File: src/design/stk_pkg.sv
// stk_pkg: shared types and codes for the bounded record stack.
// No dependencies; imported by the cell and the top level.
package stk_pkg;

  localparam logic [1:0] CMD_PUSH   = 2'd0;
  localparam logic [1:0] CMD_INSERT = 2'd1;
  localparam logic [1:0] CMD_POP    = 2'd2;
  localparam logic [1:0] CMD_COUNT  = 2'd3;

  localparam logic [1:0] ST_DONE  = 2'd0;
  localparam logic [1:0] ST_FULL  = 2'd1;
  localparam logic [1:0] ST_EMPTY = 2'd2;

  typedef struct packed {
    logic        [7:0]  kind;
    logic signed [15:0] girth;
    logic signed [15:0] age;
  } rec_t;

  typedef struct packed {
    logic load;   // take the incoming record
    logic shift;  // take the record of the cell below
  } cell_ctl_t;

endpackage

File: src/design/stk_if.sv
// stk_if: valid/ready channel interfaces for commands and results.
// Standalone; CNT_W sizes the count fields of the result channel.
interface stk_in_if;
  logic               valid;
  logic               ready;
  logic        [1:0]  command;
  logic        [7:0]  item_kind;
  logic signed [15:0] item_girth;
  logic signed [15:0] item_age;

  modport source (output valid, command, item_kind, item_girth, item_age, input ready);
  modport sink   (input valid, command, item_kind, item_girth, item_age, output ready);
endinterface

interface stk_out_if #(
  parameter int CNT_W = 5
);
  logic               valid;
  logic               ready;
  logic        [1:0]  status;
  logic        [7:0]  out_kind;
  logic signed [15:0] out_girth;
  logic signed [15:0] out_age;
  logic [CNT_W-1:0]   match_count;
  logic [CNT_W-1:0]   fill_level;

  modport source (output valid, status, out_kind, out_girth, out_age, match_count,
                  fill_level, input ready);
  modport sink   (input valid, status, out_kind, out_girth, out_age, match_count,
                  fill_level, output ready);
endinterface

File: src/design/stk_cell.sv
// stk_cell: one stack entry; loads a new record, takes its lower neighbor's
// record, or holds. Compares its age for the count command. Uses stk_pkg.
module stk_cell (
  input  logic               clk,
  input  stk_pkg::cell_ctl_t ctl,
  input  stk_pkg::rec_t      item,
  input  stk_pkg::rec_t      below,
  input  logic signed [15:0] cmp_age,
  input  logic               occupied,
  output stk_pkg::rec_t      rec,
  output logic               match
);
  import stk_pkg::*;

  rec_t rec_r;
  rec_t rec_nxt;

  always_comb begin
    rec_nxt = rec_r;
    if (ctl.load) begin
      rec_nxt = item;
    end else if (ctl.shift) begin
      rec_nxt = below;
    end
  end

  always_ff @(posedge clk) begin
    rec_r <= rec_nxt;
  end

  assign rec   = rec_r;
  assign match = occupied && (rec_r.age == cmp_age);

endmodule

File: src/design/stk_popcnt.sv
// stk_popcnt: adder tree that counts the set bits of a match vector.
// No dependencies.
module stk_popcnt #(
  parameter int N = 16,
  parameter int W = 5
) (
  input  logic [N-1:0] bits,
  output logic [W-1:0] sum
);
  localparam int L = (N > 1) ? $clog2(N) : 1;
  localparam int P = 1 << L;

  logic [W-1:0] lvl [0:L][0:P-1];

  always_comb begin
    for (int l = 0; l <= L; l++) begin
      for (int j = 0; j < P; j++) begin
        lvl[l][j] = '0;
      end
    end
    for (int j = 0; j < N; j++) begin
      lvl[0][j] = {{(W-1){1'b0}}, bits[j]};
    end
    for (int l = 0; l < L; l++) begin
      for (int j = 0; j < (P >> (l + 1)); j++) begin
        lvl[l+1][j] = lvl[l][2*j] + lvl[l][2*j+1];
      end
    end
  end

  assign sum = lvl[L][0];

endmodule

File: src/design/stack_with_bottom_insert_and_count.sv
// stack_with_bottom_insert_and_count: bounded record stack built from a chain
// of stk_cell entries, with stk_popcnt for the age count. Uses stk_pkg, stk_if.
//
//   channel | dir | handshake            | payload
//   in_ch   | in  | valid/ready          | command, item_kind, item_girth, item_age
//   out_ch  | out | valid/ready          | status, out_kind, out_girth, out_age,
//           |     |                      | match_count, fill_level
//
// One transaction per cycle sustained unless stalled; the cell chain executes the
// command in the accept cycle; the result goes via s1 and the count tree to out_ch.
// Reset empties the stack (count to zero) and drops results in flight.
// A stalled output backs up through the result stage into in_ch.ready.
module stack_with_bottom_insert_and_count #(
  parameter int DEPTH = 16
) (
  input  logic clk,
  input  logic rst_n,
  stk_in_if.sink    in_ch,
  stk_out_if.source out_ch
);
  import stk_pkg::*;

  localparam int CNT_W = $clog2(DEPTH + 1);
  localparam int IDX_W = $clog2(DEPTH);
  localparam logic [CNT_W-1:0] FULL_CNT = CNT_W'(DEPTH);

  logic [CNT_W-1:0] cnt_r, cnt_nxt;

  cell_ctl_t        ctl [DEPTH];
  rec_t             cell_rec [DEPTH];
  logic [DEPTH-1:0] match;
  logic [DEPTH-1:0] occupied;
  rec_t             item;

  logic acc, full, empty, do_push, do_ins, do_pop;
  logic [IDX_W-1:0] pop_idx;
  logic [CNT_W-1:0] cnt_dec;

  logic             s1_v_r;
  logic [1:0]       s1_status_r, s1_status_nxt;
  rec_t             s1_rec_r, s1_rec_nxt;
  logic [DEPTH-1:0] s1_match_r;
  logic [CNT_W-1:0] s1_fill_r;
  logic             s1_adv;

  logic             out_v_r;
  logic [1:0]       out_status_r;
  rec_t             out_rec_r;
  logic [CNT_W-1:0] out_match_r, out_fill_r, pc_sum;

  assign acc     = in_ch.valid && in_ch.ready;
  assign full    = (cnt_r == FULL_CNT);
  assign empty   = (cnt_r == '0);
  assign do_push = acc && (in_ch.command == CMD_PUSH) && !full;
  assign do_ins  = acc && (in_ch.command == CMD_INSERT) && !full;
  assign do_pop  = acc && (in_ch.command == CMD_POP) && !empty;
  assign cnt_dec = cnt_r - CNT_W'(1);
  assign pop_idx = cnt_dec[IDX_W-1:0];

  assign item.kind  = in_ch.item_kind;
  assign item.girth = in_ch.item_girth;
  assign item.age   = in_ch.item_age;

  always_comb begin
    for (int i = 0; i < DEPTH; i++) begin
      occupied[i]  = (CNT_W'(i) < cnt_r);
      ctl[i].load  = (do_push && (CNT_W'(i) == cnt_r)) || (do_ins && (i == 0));
      ctl[i].shift = do_ins && (i != 0);
    end
  end

  genvar g;
  generate
    for (g = 0; g < DEPTH; g++) begin : g_cell
      stk_cell u_cell (
        .clk      (clk),
        .ctl      (ctl[g]),
        .item     (item),
        .below    ((g == 0) ? item : cell_rec[(g == 0) ? 0 : g - 1]),
        .cmp_age  (in_ch.item_age),
        .occupied (occupied[g]),
        .rec      (cell_rec[g]),
        .match    (match[g])
      );
    end
  endgenerate

  always_comb begin
    cnt_nxt       = cnt_r;
    s1_status_nxt = ST_DONE;
    s1_rec_nxt    = '0;
    if (do_push || do_ins) begin
      cnt_nxt = cnt_r + CNT_W'(1);
    end else if (do_pop) begin
      cnt_nxt    = cnt_dec;
      s1_rec_nxt = cell_rec[pop_idx];
    end
    if (((in_ch.command == CMD_PUSH) || (in_ch.command == CMD_INSERT)) && full) begin
      s1_status_nxt = ST_FULL;
    end else if ((in_ch.command == CMD_POP) && empty) begin
      s1_status_nxt = ST_EMPTY;
    end
  end

  assign s1_adv      = s1_v_r && (!out_v_r || out_ch.ready);
  assign in_ch.ready = !s1_v_r || s1_adv;

  always_ff @(posedge clk) begin
    if (!rst_n) begin
      cnt_r   <= '0;
      s1_v_r  <= 1'b0;
      out_v_r <= 1'b0;
    end else begin
      cnt_r <= cnt_nxt;
      if (acc) begin
        s1_v_r <= 1'b1;
      end else if (s1_adv) begin
        s1_v_r <= 1'b0;
      end
      if (s1_adv) begin
        out_v_r <= 1'b1;
      end else if (out_ch.ready) begin
        out_v_r <= 1'b0;
      end
    end
  end

  always_ff @(posedge clk) begin
    if (acc) begin
      s1_status_r <= s1_status_nxt;
      s1_rec_r    <= s1_rec_nxt;
      s1_match_r  <= (in_ch.command == CMD_COUNT) ? match : '0;
      s1_fill_r   <= cnt_nxt;
    end
    if (s1_adv) begin
      out_status_r <= s1_status_r;
      out_rec_r    <= s1_rec_r;
      out_match_r  <= pc_sum;
      out_fill_r   <= s1_fill_r;
    end
  end

  stk_popcnt #(
    .N (DEPTH),
    .W (CNT_W)
  ) u_popcnt (
    .bits (s1_match_r),
    .sum  (pc_sum)
  );

  assign out_ch.valid       = out_v_r;
  assign out_ch.status      = out_status_r;
  assign out_ch.out_kind    = out_rec_r.kind;
  assign out_ch.out_girth   = out_rec_r.girth;
  assign out_ch.out_age     = out_rec_r.age;
  assign out_ch.match_count = out_match_r;
  assign out_ch.fill_level  = out_fill_r;

endmodule
File: src/flat_wrapper.sv
// flat-port wrapper written by rule: the top's interface ports become plain ports
module stack_with_bottom_insert_and_count_flat import stk_pkg::*;
#(
  parameter int DEPTH = 16
)
  (clk, rst_n, in_ch_valid, in_ch_command, in_ch_item_kind, in_ch_item_girth, in_ch_item_age, in_ch_ready, out_ch_valid, out_ch_status, out_ch_out_kind, out_ch_out_girth, out_ch_out_age, out_ch_match_count, out_ch_fill_level, out_ch_ready);
  stk_in_if in_ch_i ();
  stk_out_if out_ch_i ();
  input  logic clk;
  input  logic rst_n;
  input wire logic [$bits(in_ch_i.valid)-1:0] in_ch_valid;
  input wire logic [$bits(in_ch_i.command)-1:0] in_ch_command;
  input wire logic [$bits(in_ch_i.item_kind)-1:0] in_ch_item_kind;
  input wire logic [$bits(in_ch_i.item_girth)-1:0] in_ch_item_girth;
  input wire logic [$bits(in_ch_i.item_age)-1:0] in_ch_item_age;
  output wire logic [$bits(in_ch_i.ready)-1:0] in_ch_ready;
  output wire logic [$bits(out_ch_i.valid)-1:0] out_ch_valid;
  output wire logic [$bits(out_ch_i.status)-1:0] out_ch_status;
  output wire logic [$bits(out_ch_i.out_kind)-1:0] out_ch_out_kind;
  output wire logic [$bits(out_ch_i.out_girth)-1:0] out_ch_out_girth;
  output wire logic [$bits(out_ch_i.out_age)-1:0] out_ch_out_age;
  output wire logic [$bits(out_ch_i.match_count)-1:0] out_ch_match_count;
  output wire logic [$bits(out_ch_i.fill_level)-1:0] out_ch_fill_level;
  input wire logic [$bits(out_ch_i.ready)-1:0] out_ch_ready;
  assign in_ch_i.valid = in_ch_valid;
  assign in_ch_i.command = in_ch_command;
  assign in_ch_i.item_kind = in_ch_item_kind;
  assign in_ch_i.item_girth = in_ch_item_girth;
  assign in_ch_i.item_age = in_ch_item_age;
  assign in_ch_ready = in_ch_i.ready;
  assign out_ch_valid = out_ch_i.valid;
  assign out_ch_status = out_ch_i.status;
  assign out_ch_out_kind = out_ch_i.out_kind;
  assign out_ch_out_girth = out_ch_i.out_girth;
  assign out_ch_out_age = out_ch_i.out_age;
  assign out_ch_match_count = out_ch_i.match_count;
  assign out_ch_fill_level = out_ch_i.fill_level;
  assign out_ch_i.ready = out_ch_ready;
  stack_with_bottom_insert_and_count #(.DEPTH(DEPTH)) u_core (.clk(clk), .rst_n(rst_n), .in_ch(in_ch_i), .out_ch(out_ch_i));
endmodule
File: config.mk
export PLATFORM = sky130hd
export DESIGN_NAME = stack_with_bottom_insert_and_count_flat
export DESIGN_NICKNAME = d
export VERILOG_FILES = /design/src/design/stk_pkg.sv /design/src/design/stk_if.sv /design/src/design/stk_cell.sv /design/src/design/stk_popcnt.sv /design/src/design/stack_with_bottom_insert_and_count.sv /design/src/flat_wrapper.sv
export SDC_FILE = /design/constraint.sdc
export NUM_CORES = 1
export LEC_CHECK = 0
export BUFFER_PORTS_ARGS = -buffer_cell sky130_fd_sc_hd__buf_2
export CAP_MARGIN = 20
export CORE_MARGIN = 4
export CORE_UTILIZATION = 55
export DETAILED_ROUTE_END_ITERATION = 12
export PLACE_DENSITY = 0.69
export SYNTH_ARGS = -nofsm -noshare
export SYNTH_HDL_FRONTEND = slang
export SYNTH_SLANG_ARGS = --single-unit
export TNS_END_PERCENT = 1
File: constraint.sdc
create_clock -name clk -period 5.5 [get_ports clk]
set_input_delay 0.55 -clock clk [delete_from_list [all_inputs] [get_ports clk]]
set_output_delay 0.55 -clock clk [all_outputs]
set_load 0.01 [all_outputs]
**After elaboration in Yosys (flattened, before gate mapping)**

Index checks and enable logic that the tools add are counted.

- Bits in registers: 762
- Bits of input ports: 46
- Output and inout port bits: 54
- Logic and storage cells: 245

- Add/subtract/negate cells: 17
- Order comparisons: 17
- Equal/unequal tests: 35
- Multiplexer cells: 40
- Bitwise gates (word level): 2
- Reduce and logical (&&, ||, !) cells: 71

Operators by type and width:

| kind | count |
|---|---|
| $mux W40 | 32 |
| $eq A16 B16 Y1 | 16 |
| $bmux W40 S4 | 1 |
| $logic_and A1 B1 Y1 | 42 |
| $eq A4 B5 Y1 const A | 8 |
| $lt A4 B5 Y1 const A | 8 |
| $reduce_bool A2 Y1 | 17 |
| $eq A3 B5 Y1 const A | 4 |
| $lt A3 B5 Y1 const A | 4 |
| $add A1 B1 Y2 | 8 |
| $eq A2 B5 Y1 const A | 2 |
| $lt A1 B5 Y1 const A | 2 |
| $lt A2 B5 Y1 const A | 2 |
| $mux W5 | 2 |
| $add A2 B2 Y3 | 3 |
| $add A5 B1 Y5 const B | 1 |
| $add A5 B2 Y5 | 1 |
| $add A5 B3 Y5 | 1 |
| $add A5 B4 Y5 | 1 |
| $eq A1 B5 Y1 const A | 1 |
| $eq A5 B5 Y1 const B | 1 |
| $ge A5 B5 Y1 const B | 1 |
| $logic_not A5 Y1 | 1 |
| $logic_or A1 B1 Y1 | 5 |
| other kinds (11) | 18 |

**Depth between registers and ports, before layout**

Gate-level depths: netlist of the first run.

- Word-level depth: 9
- Mapped depth: 13
- Mapped depth without buffers: 13

**By module**

A second synthesis of the first run with hierarchy kept.

- Cells, all modules: 2,380
- Area, all modules: 39,990.9 µm²

By module, submodules not included:

| module | times used | cells an instance | area an instance (µm²) | seq. area each (µm²) |
|---|---|---|---|---|
| stk_cell | 16 | 108 | 1,863.0 | 1,201.2 |
| stack_with_bottom_insert_and_count | 1 | 605 | 9,774.4 | 3,593.4 |
| stk_popcnt | 1 | 47 | 407.9 | 0.0 |

**Worst setup path before layout of the first run**

No wires, ideal clock.

- Path kind: input-to-reg
- Start point: input port out_ch_ready
- End point: register u_core.out_fill_r[0], in the netlist u_core.out_ch.fill_level[0] (enable)
- Library setup time: 0.541 ns
- Arrival: 4.389 ns
- Setup slack: 0.570 ns
- Stages: 2
- Path buffers: 0
- Path through: inv_1 a21boi_0

- Cells in the longest elaborated chain, start to end: 2

RTL lines:

| what | RTL line | RTL |
|---|---|---|
| from (decl) | flat_wrapper.sv:24 | `input wire logic [$bits(out_ch_i.ready)-1:0] out_ch_ready;` |
| $logic_or A1 B1 Y1 | stack_with_bottom_insert_and_count.sv:105 | `assign s1_adv = s1_v_r && (!out_v_r \|\| out_ch.ready);` |
| $logic_and A1 B1 Y1 | stack_with_bottom_insert_and_count.sv:105 |  |
| net u_core.s1_adv | stack_with_bottom_insert_and_count.sv:44 | `logic s1_adv;` |
| to (signal assigned) | stack_with_bottom_insert_and_count.sv:139 | `out_fill_r <= s1_fill_r;` |
| to (decl) | stack_with_bottom_insert_and_count.sv:49 | `logic [CNT_W-1:0] out_match_r, out_fill_r, pc_sum;` |

The timed path passes the listed nets, and every way through them passes these cells.
A chain may end at the register's enable or synchronous reset.

**Worst setup path after layout of the first run**

- Start point: register u_core.cnt_r[0]
- End point: register u_core.g_cell[13].u_cell.rec_r, in the netlist u_core.g_cell[13].u_cell.rec[39] (enable)

- Cells in the longest elaborated chain, start to end: 5
- Elaborated cells between the ends (all ways): 7
- Classes of those cells: eq/ne (2); reduce/logical (5)

RTL lines:

| what | RTL line | RTL |
|---|---|---|
| from (decl) | stack_with_bottom_insert_and_count.sv:27 | `logic [CNT_W-1:0] cnt_r, cnt_nxt;` |
| from (signal assigned) | stack_with_bottom_insert_and_count.sv:114 | `cnt_r <= cnt_nxt;` |
| $eq A5 B5 Y1 | stack_with_bottom_insert_and_count.sv:52 | `assign full = (cnt_r == FULL_CNT);` |
| $logic_not A1 Y1 | stack_with_bottom_insert_and_count.sv:54, stack_with_bottom_insert_and_count.sv:55 |  |
| $logic_and A1 B1 Y1 | stack_with_bottom_insert_and_count.sv:54 | `assign do_push = acc && (in_ch.command == CMD_PUSH) && !full;` |
| $logic_and A1 B1 Y1 | stack_with_bottom_insert_and_count.sv:67 | `ctl[i].load = (do_push && (CNT_W'(i) == cnt_r)) \|\| (do_ins && (i == 0));` |
| $reduce_bool A2 Y1 (no line) * | -- |  |
| to (signal assigned) | stk_cell.sv:28 | `rec_r <= rec_nxt;` |
| to (decl) | stk_cell.sv:15 | `rec_t rec_r;` |

Every way passes the cells marked *; elsewhere a longest branch is shown, timed or not.

==> results of run 1 <==
-- where the power goes --
part	internal (mW)	leakage, nW	switching, mW
sequential	6.66	7.08	0.159
clock	2.94	1.24	2.29
combinational	1.06	6.01	1.54
total	10.7	14.3	3.99
-- Yosys cell counts, types with 11 or more instances --
| library cell | n |
|---|---|
| a21oi_1 | 11 |
| buf_1 | 14 |
| buf_2 | 87 |
| buf_4 | 25 |
| clkbuf_1 | 75 |
| edfxtp_1 | 755 |
| inv_1 | 32 |
| mux2_1 | 76 |
| mux2_2 | 524 |
| mux2i_1 | 81 |
| mux4_2 | 160 |
| nand2_1 | 21 |
| nand2b_1 | 15 |
| nand3_1 | 19 |
| nand4_1 | 31 |
| nor2_1 | 13 |
| nor4_1 | 42 |
| o22ai_1 | 41 |
| xnor2_1 | 126 |
| xor2_1 | 135 |
-- how the worst min path moves through the flow --
stage	to	start	depth (start not counted)	slack (ps)
after CTS	u_core.g_cell[0].u_cell.rec[15]	in_ch_item_age[15]	1	170
after detailed placement	u_core.out_ch.fill_level[4]	u_core.s1_fill_r[4]	0	400
after global placement	u_core.out_ch.out_kind[4]	u_core.s1_rec_r[36]	0	400
after floorplan	u_core.out_ch.fill_level[0]	u_core.s1_fill_r[0]	0	400
after global routing	u_core.g_cell[0].u_cell.rec[15]	in_ch_item_age[15]	1	190
final	u_core.g_cell[0].u_cell.rec[15]	in_ch_item_age[15]	1	210
-- metal layers --
| layer | vias to the layer above | track usage [%] |
|---|---|---|
| li1 | 9426 | - |
| met1 | 11350 | 41.25 |
| met2 | 920 | 36.76 |
| met3 | 110 | 5.094 |
| met4 | 0 | 5.067 |
| met5 | - | 0 |
-- flip-flops by register name, summed over array words and instances, names as in the netlist, 5 cells and up --
| register | count |
|---|---|
| u_core.out_ch.match_count | 5 |
| u_core.cnt_r | 5 |
| u_core.g_cell.u_cell.rec | 640 |
| u_core.s1_match_r | 16 |
| u_core.out_ch.out_kind | 8 |
| u_core.s1_rec_r | 40 |
| u_core.out_ch.out_girth | 16 |
| u_core.s1_fill_r | 5 |
| u_core.out_ch.out_age | 16 |
| u_core.out_ch.fill_level | 5 |
-- stage by stage --
step / std cells / hold slack, ps / cell area [um^2] / setup WS [ps] / power [mW]
floorplan: 2381 / 400.3 / 39310 / 570.1 / 8.574
global placement: 3271 / 402.2 / 40610 / 1583 / 9.462
detailed placement: 3273 / 404.5 / 40640 / 1452 / 9.497
CTS: 3424 / 172.1 / 43160 / 1451 / 14.71
global route: 3427 / 193.6 / 43210 / 1231 / 15.15
finish: 3428 / 208.8 / 43210 / 1484 / 14.65
-- final cells by class --
class	instances	area (um^2)
Antenna cell	2	5.005
Clock buffer	101	2165
Clock inverter	50	356.6
Fill cell	5205	27180
Inverter	33	125.1
Multi-Input combinational cell	1381	15540
Sequential cell	762	22820
Tap cell	940	1176
Timing Repair Buffer	159	1025
-- critical path: stages, from the launching register on --
cell      delay, ps
dfxtp_4         600
inv_1           290
ha_4            260
and4bb_2        260
nor4_2          320
nand2_1         730
nand2b_2        720
buf_4           440
-- cells by family (layout without fill, tap and decap cells) --
kind of cell | count (synthesis) | after routing | synth area share, %
buf+inv | 238 | 343 | 2.868
compound gates | 71 | 71 | 1.124
fa+ha+maj | 20 | 20 | 0.8277
xor+xnor | 261 | 261 | 5.816
flops | 762 | 762 | 58.04
other cells | 0 | 2 | 0
simple gates | 188 | 188 | 2.906
mux | 841 | 841 | 28.42
==> impl_metrics.toml, run 1 <==
[finish]
layout_commonest_cell = "edfxtp_1"
nNetsFinal = 2485
area_growth_syn_to_layout_pct = 9.929
drive_gt1_share_pct = 40.31
final_core_util_pct = 61.38
final_cell_mix = "edfxtp_1, mux2_2, mux4_2"

[timing]
finalHoldViolations = 0
fin_skew_ps = 18.12
post-route-period-util_pct = 73.02
worst_pin_slew_ps = 1091
drv_slew = 0
grt_setup_unrepaired = "no"
finalCriticalPeriod_ps = 4016
fmax_ghz = 0.2490
finalSetupViolations = 0
slew-limit-headroom_pct = 27.11
tns_ps = 0

[critical_path]
cp.required_ps = 5790
end_kind = "register"
cp-start-kind = "register"
r2r_slack_ps = 1480
cp-startpoint = "u_core.cnt_r[0]"
rr_worst_depth = 7
crit_type = "register to register"
path_max_fanout = 24
r2r_end = "u_core.g_cell[13].u_cell.rec[39]"
cp.arrival_ps = 4310
timing.rr.start = "u_core.cnt_r[0]"
worstSetupEndpoint = "u_core.g_cell[13].u_cell.rec[39]"

[cts]
clockBufferDepth = 3
hold_buffers = 0
cts.sinks = 762
clkLatencyLatePin_ps = 630
cts_setup_buffers = 0
cts.reportedPaths.clkPinSlew_ps = 60
cts_buffers = 82
cts_tree = "done"
root_buffer = "clkbuf_16"
h-tree-depth = 3
ctsResizeCount = 0

[yosys]
synth-edff-count = 755
netlist_instances = 2381
syn-num-nets = 2447
synth.top_cell.area_share_pct = 57.68
synth-seq-cells = 762
synth_largest_area_cell = "edfxtp_1"
synthArstFlopShare_pct = 0
yosys-top-cells-area = "edfxtp_1, mux2_2, mux4_2"
synthesis.area_um2 = 39310
yosys_warnings = 0
ys_seq_area_share_pct = 58.04
ys.flop_type = "edfxtp_1"
syn_area_per_cell_um2 = 16.51
synth_cell_type_count = 57

[routing]
met1_length_um = 44910
drt-initial-drc-count = 2551
viasPerCell = 6.361
vias = 21810
met2_wirelength_um = 42140
dr.max_layer_used = "met4"
wl_per_cell_um = 28.35
drt_wl_total_um = 97180
dr.pass1.iters = 5
drc_errors = 0
drtAntennaViolNets = 0
wl_met3_um = 8410

[global_routing]
grt_max_degree = 105
grt_first_pass_wirelength_um = 145200
antenna_found_initial = 2
gr-total-overflow = 0
grt_usage_pct = 25.69
grt_pass1_vias = 21550

[die]
start_util_pct = 55.84
rows = 97
io-pin-count = 100
coreArea_um2 = 70390
dieHeight_um = 275.3
fp.dieW_um = 275.3
die-area_um2 = 75800

[placed_design]
dp_hpwl_um = 68020
gp_congestion = 0.8868
port_buffers = 99

[status]
status = "complete, no violations"

[hold_path]
hold_class = "input pin to register"

[power]
power_leakage_nw = 14.33
ir_drop_uv = 317.0
power_density_nw_per_um2 = 339.0

[run]
maxCapViolations = 0
No activity file was read; power rests on OpenSTA's default activity.
==> run 2: changes to the inputs <==
- clock period: 5.5 -> 4 ns (I/O delays scaled with it)
==> impl_metrics.toml, run 2 (synthesis gave the netlist of run 1 again) <==
[status]
status = "complete, no violations"

[global_routing]
use_met1_pct = 38.96
antenna_found_initial = 3
grtUsageMet3_pct = 5.624
grt_max_degree = 91
grt_usage_pct = 27.54
gr-total-overflow = 0
busiest_layer = "met2"
grt_pass1_vias = 22920
met2_usage_pct = 43.70
grt_first_pass_wirelength_um = 153200

[power]
power_density_nw_per_um2 = 473.9
power_leakage_nw = 14.71
ir_drop_uv = 273.2

[timing]
fin_skew_ps = 20.08
finalHoldViolations = 0
fmax_ghz = 0.2646
drv_slew = 0
slew-limit-headroom_pct = 36.29
setup_slack_ps = 220.5
tns_ps = 0
worst_pin_slew_ps = 952.0
post-route-period-util_pct = 94.49
finalSetupViolations = 0
grt_setup_unrepaired = "no"
finalCriticalPeriod_ps = 3780

[cts]
clockBufferDepth = 3
root_buffer = "clkbuf_16"
ctsResizeCount = 0
cts_tree = "done"
cts.sinks = 762
cts_setup_buffers = 0
clkLatencyLatePin_ps = 630
cts_buffers = 81
hold_buffers = 0
h-tree-depth = 3
cts.reportedPaths.clkPinSlew_ps = 60

[run]
maxCapViolations = 0

[finish]
final_cell_mix = "edfxtp_1, mux2_2, mux4_2"
drive_gt1_share_pct = 41.59
multi_input_area_um2 = 15540
num_antenna_cells = 0
fillerInstances = 5145
area_growth_syn_to_layout_pct = 11.90
nNetsFinal = 2521
seqCellArea_um2 = 22820
final_core_util_pct = 62.48
largest_reg_flops = 640
layout_commonest_cell = "edfxtp_1"
final_area_um2 = 43980

[routing]
wl_per_cell_um = 30.05
drtAntennaViolNets = 0
drc_errors = 0
drt-initial-drc-count = 2377
viasPerCell = 6.463
dr.pass1.iters = 5
drt_wl_total_um = 104000
vias = 22360

[die]
start_util_pct = 55.84
io-pin-count = 100
coreArea_um2 = 70390
dieHeight_um = 275.3
rows = 97
fp.dieW_um = 275.3
die-area_um2 = 75800

[hold_path]
hold_class = "input pin to register"
hold_depth = 3
min_to = "u_core.cnt_r[3]"
min_from = "rst_n"

[critical_path]
slowest_stage = "fa_1"
slowest_delay_ps = 510
rr_worst_depth = 11
critPathTopFamily = "adder cells"
timing.rr.start = "u_core.s1_match_r[0]"
r2r_slack_ps = 220
crit_path_frequent_cell = "fa_1"
crit_type = "register to register"
path_max_fanout = 2
r2r_end = "u_core.out_ch.match_count[4]"
path_cells = "ha_1, inv_1, fa_1, fa_1, fa_1, fa_1, fa_1, inv_1, fa_1, a21oi_1, nor2b_1"
cp.arrival_ps = 4150
crit_buf_inv = 2
end_kind = "register"
cp.required_ps = 4370
cp-start-kind = "register"

[placed_design]
gp_congestion = 0.8701
dp_hpwl_um = 67510
post_dp_cell_area_um2 = 41210
dpl_worst_slack_ps = 251.6
port_buffers = 99
[run 2: layer usage]
layer	wire [um]	vias up
met4	2882	4
met2	48890	958
li1	-	9515
met1	43470	11730
met5	27	-
met3	8710	159
[run 2: how the worst max path moves through the flow]
stage                         start                              end  slack, ps  cells after the start
3_5_place_dp   u_core.s1_match_r[0]     u_core.out_ch.match_count[4]        250                     11
5_1_grt        u_core.s1_match_r[0]     u_core.out_ch.match_count[4]         40                     11
2_1_floorplan       u_core.cnt_r[0]  u_core.g_cell[10].u_cell.rec[0]       -810                      8
3_3_place_gp   u_core.s1_match_r[0]     u_core.out_ch.match_count[4]        260                     11
4_1_cts        u_core.s1_match_r[0]     u_core.out_ch.match_count[4]        200                     11
6_report       u_core.s1_match_r[0]     u_core.out_ch.match_count[4]        220                     11
[run 2: power by group]
group	switching (mW)	internal, mW
logic	2.08	1.56
registers	0.190	9.15
clock network	3.19	4.68
[run 2: final cells by class]
| cell class | count | share of cell area (%) |
|---|---|---|
| clock inverters | 51 | 1.354 |
| inverters | 33 | 0.2845 |
| repair buffers | 196 | 3.522 |
| clock buffers | 97 | 4.956 |
| flip-flops and latches | 762 | 51.88 |
| well taps | 940 | 2.674 |
| multi-input cells | 1381 | 35.33 |
[run 2: per-stage QoR]
step | cells | total power, mW | hold slack (ps)
5_1_grt | 3460 | 21.55 | 94.05
3_3_place_gp | 3312 | 13.05 | 401.4
6_report | 3460 | 20.84 | 81.71
3_5_place_dp | 3312 | 13.11 | 404.5
4_1_cts | 3460 | 20.96 | 53.22
2_1_floorplan | 2381 | 11.79 | 400.3
[run 2: worst register-to-register path, delay by kind of cell, from the launching register on]
family | cells | cell delay (ps)
compound gates | 1 | 160
fa+ha+maj | 7 | 2800
buf+inv | 2 | 140
flops | 1 | 370
simple gates | 1 | 50
==> run 3: changes to the inputs <==
- CORE_UTILIZATION: 55 -> 63
- PLACE_DENSITY: 0.69 -> 0.77
==> impl_metrics.toml, run 3 (synthesis gave the netlist of run 1 again) <==
[critical_path]
cp-startpoint = "u_core.s1_match_r[1]"
timing.rr.start = "u_core.s1_match_r[1]"
cp.arrival_ps = 4240
worstSetupEndpoint = "u_core.out_ch.match_count[4]"
cp-start-kind = "register"
path_cells = "ha_1, inv_1, fa_1, fa_1, fa_1, fa_1, fa_1, inv_1, fa_1, a21oi_1, nor2b_1"
slowest_stage = "fa_1"
r2r_end = "u_core.out_ch.match_count[4]"
cp.required_ps = 4370
crit_type = "register to register"
r2r_slack_ps = 130
crit_path_frequent_cell = "fa_1"
end_kind = "register"
slowest_delay_ps = 520
rr_worst_depth = 11
path_max_fanout = 2

[finish]
final_cells = 3347
fillerInstances = 4033
drive_gt1_share_pct = 41.13
final_core_util_pct = 70.76
layout_commonest_cell = "edfxtp_1"
final_cell_mix = "edfxtp_1, mux2_2, mux4_2"
nNetsFinal = 2515
area_growth_syn_to_layout_pct = 11.10
largest_reg_flops = 640
final_area_um2 = 43670

[die]
dieHeight_um = 257.8
coreArea_um2 = 61710
rows = 91
io-pin-count = 100
fp.dieW_um = 257.8
start_util_pct = 63.69
die-area_um2 = 66450

[routing]
drtAntennaViolNets = 0
wl_per_cell_um = 29.40
drt_wl_total_um = 98420
viasPerCell = 6.667
vias = 22320
drc_errors = 0
drt-initial-drc-count = 2580
dr.pass1.iters = 8

[run]
maxCapViolations = 0

[placed_design]
placed_cells = 3204
dp_hpwl_um = 64820
post_dp_cell_area_um2 = 41000
port_buffers = 99
gp_congestion = 0.9032

[global_routing]
grt_usage_pct = 29.45
gr-total-overflow = 0
grt_first_pass_wirelength_um = 147000
grt_pass1_vias = 22750
antenna_found_initial = 1
grt_max_degree = 92

[cts]
clockBufferDepth = 3
cts_buffers = 80
ctsResizeCount = 0
cts_tree = "done"
h-tree-depth = 3
cts.reportedPaths.clkPinSlew_ps = 60
hold_buffers = 0
cts_setup_buffers = 0
clkLatencyLatePin_ps = 630
root_buffer = "clkbuf_16"
cts.sinks = 762

[power]
power_density_nw_per_um2 = 470.4
netSwitchingFraction_pct = 25.82
pwr-share-seq_pct = 45.5
ir_drop_uv = 449.0
p_sw_mw = 5.305
p_clk_share_pct = 37.3
intPower_mw = 15.24
power_frac_comb_pct = 17.3
power_leakage_nw = 14.61

[timing]
fin_skew_ps = 19.93
post-route-period-util_pct = 96.73
slew-limit-headroom_pct = 30.07
grt_setup_unrepaired = "no"
fmax_ghz = 0.2584
finalCriticalPeriod_ps = 3869
tns_ps = 0
finalSetupViolations = 0
worst_pin_slew_ps = 1023
drv_slew = 0
hold_ws_ps = 88.49
finalHoldViolations = 0

[status]
status = "complete, no violations"

[hold_path]
hold_class = "input pin to register"
## run 3: metal layers
layer	up-vias	part of all wire [%]	track usage, %
li1	9480	-	-
met3	156	9.6	6.698
met4	0	2.2	7.099
met5	-	0	0
met2	1112	47	46.07
met1	11570	41	42.91
## run 3: how the worst min path moves through the flow
stage	from	slack, ps	endpoint	cells after the start
floorplan	u_core.s1_fill_r[0]	400	u_core.out_ch.fill_level[0]	0
CTS	rst_n	70	u_core.cnt_r[3]	3
global route	rst_n	80	u_core.cnt_r[0]	2
detailed placement	u_core.s1_fill_r[2]	400	u_core.out_ch.fill_level[2]	0
finish	rst_n	90	u_core.cnt_r[3]	3
global placement	u_core.s1_rec_r[7]	400	u_core.out_ch.out_age[7]	0
## run 3: critical path: cells and delay by family (launching register included)
family | cells | cell delay, ps
buffers and inverters | 2 | 130
and+or+nand+nor | 1 | 60
AOI/OAI and AO/OA | 1 | 170
adders and majority gates | 7 | 2880
DFF | 1 | 390
## run 3: per-stage QoR
stage | power, mW | worst slack, ps
final | 20.54 | 130.7
after global routing | 21.21 | 3.082
after CTS | 20.60 | 106.2
after detailed placement | 13.00 | 133.2
after global placement | 12.90 | 247.7
after floorplan | 11.79 | -813.3
## run 3: area by class of cell
type / instances / area, um^2 / area share, %
antenna: 1 / 2.502 / 0.005731
clock buffer: 92 / 2090 / 4.785
clock inverter: 50 / 578.1 / 1.324
inverter: 33 / 125.1 / 0.2865
multi-input combinational: 1381 / 15540 / 35.59
sequential: 762 / 22820 / 52.25
tap: 837 / 1047 / 2.398
timing repair buffer: 191 / 1469 / 3.364
## run 3: power groups by stage
stage / registers (mW) / logic, mW / clock network [mW]
6_report: 9.34 / 3.55 / 7.65
5_1_grt: 9.36 / 3.73 / 8.11
4_1_cts: 9.33 / 3.52 / 7.76
3_5_place_dp: 9.50 / 3.50 / 0
3_3_place_gp: 9.48 / 3.42 / 0
2_1_floorplan: 9.45 / 2.34 / 0
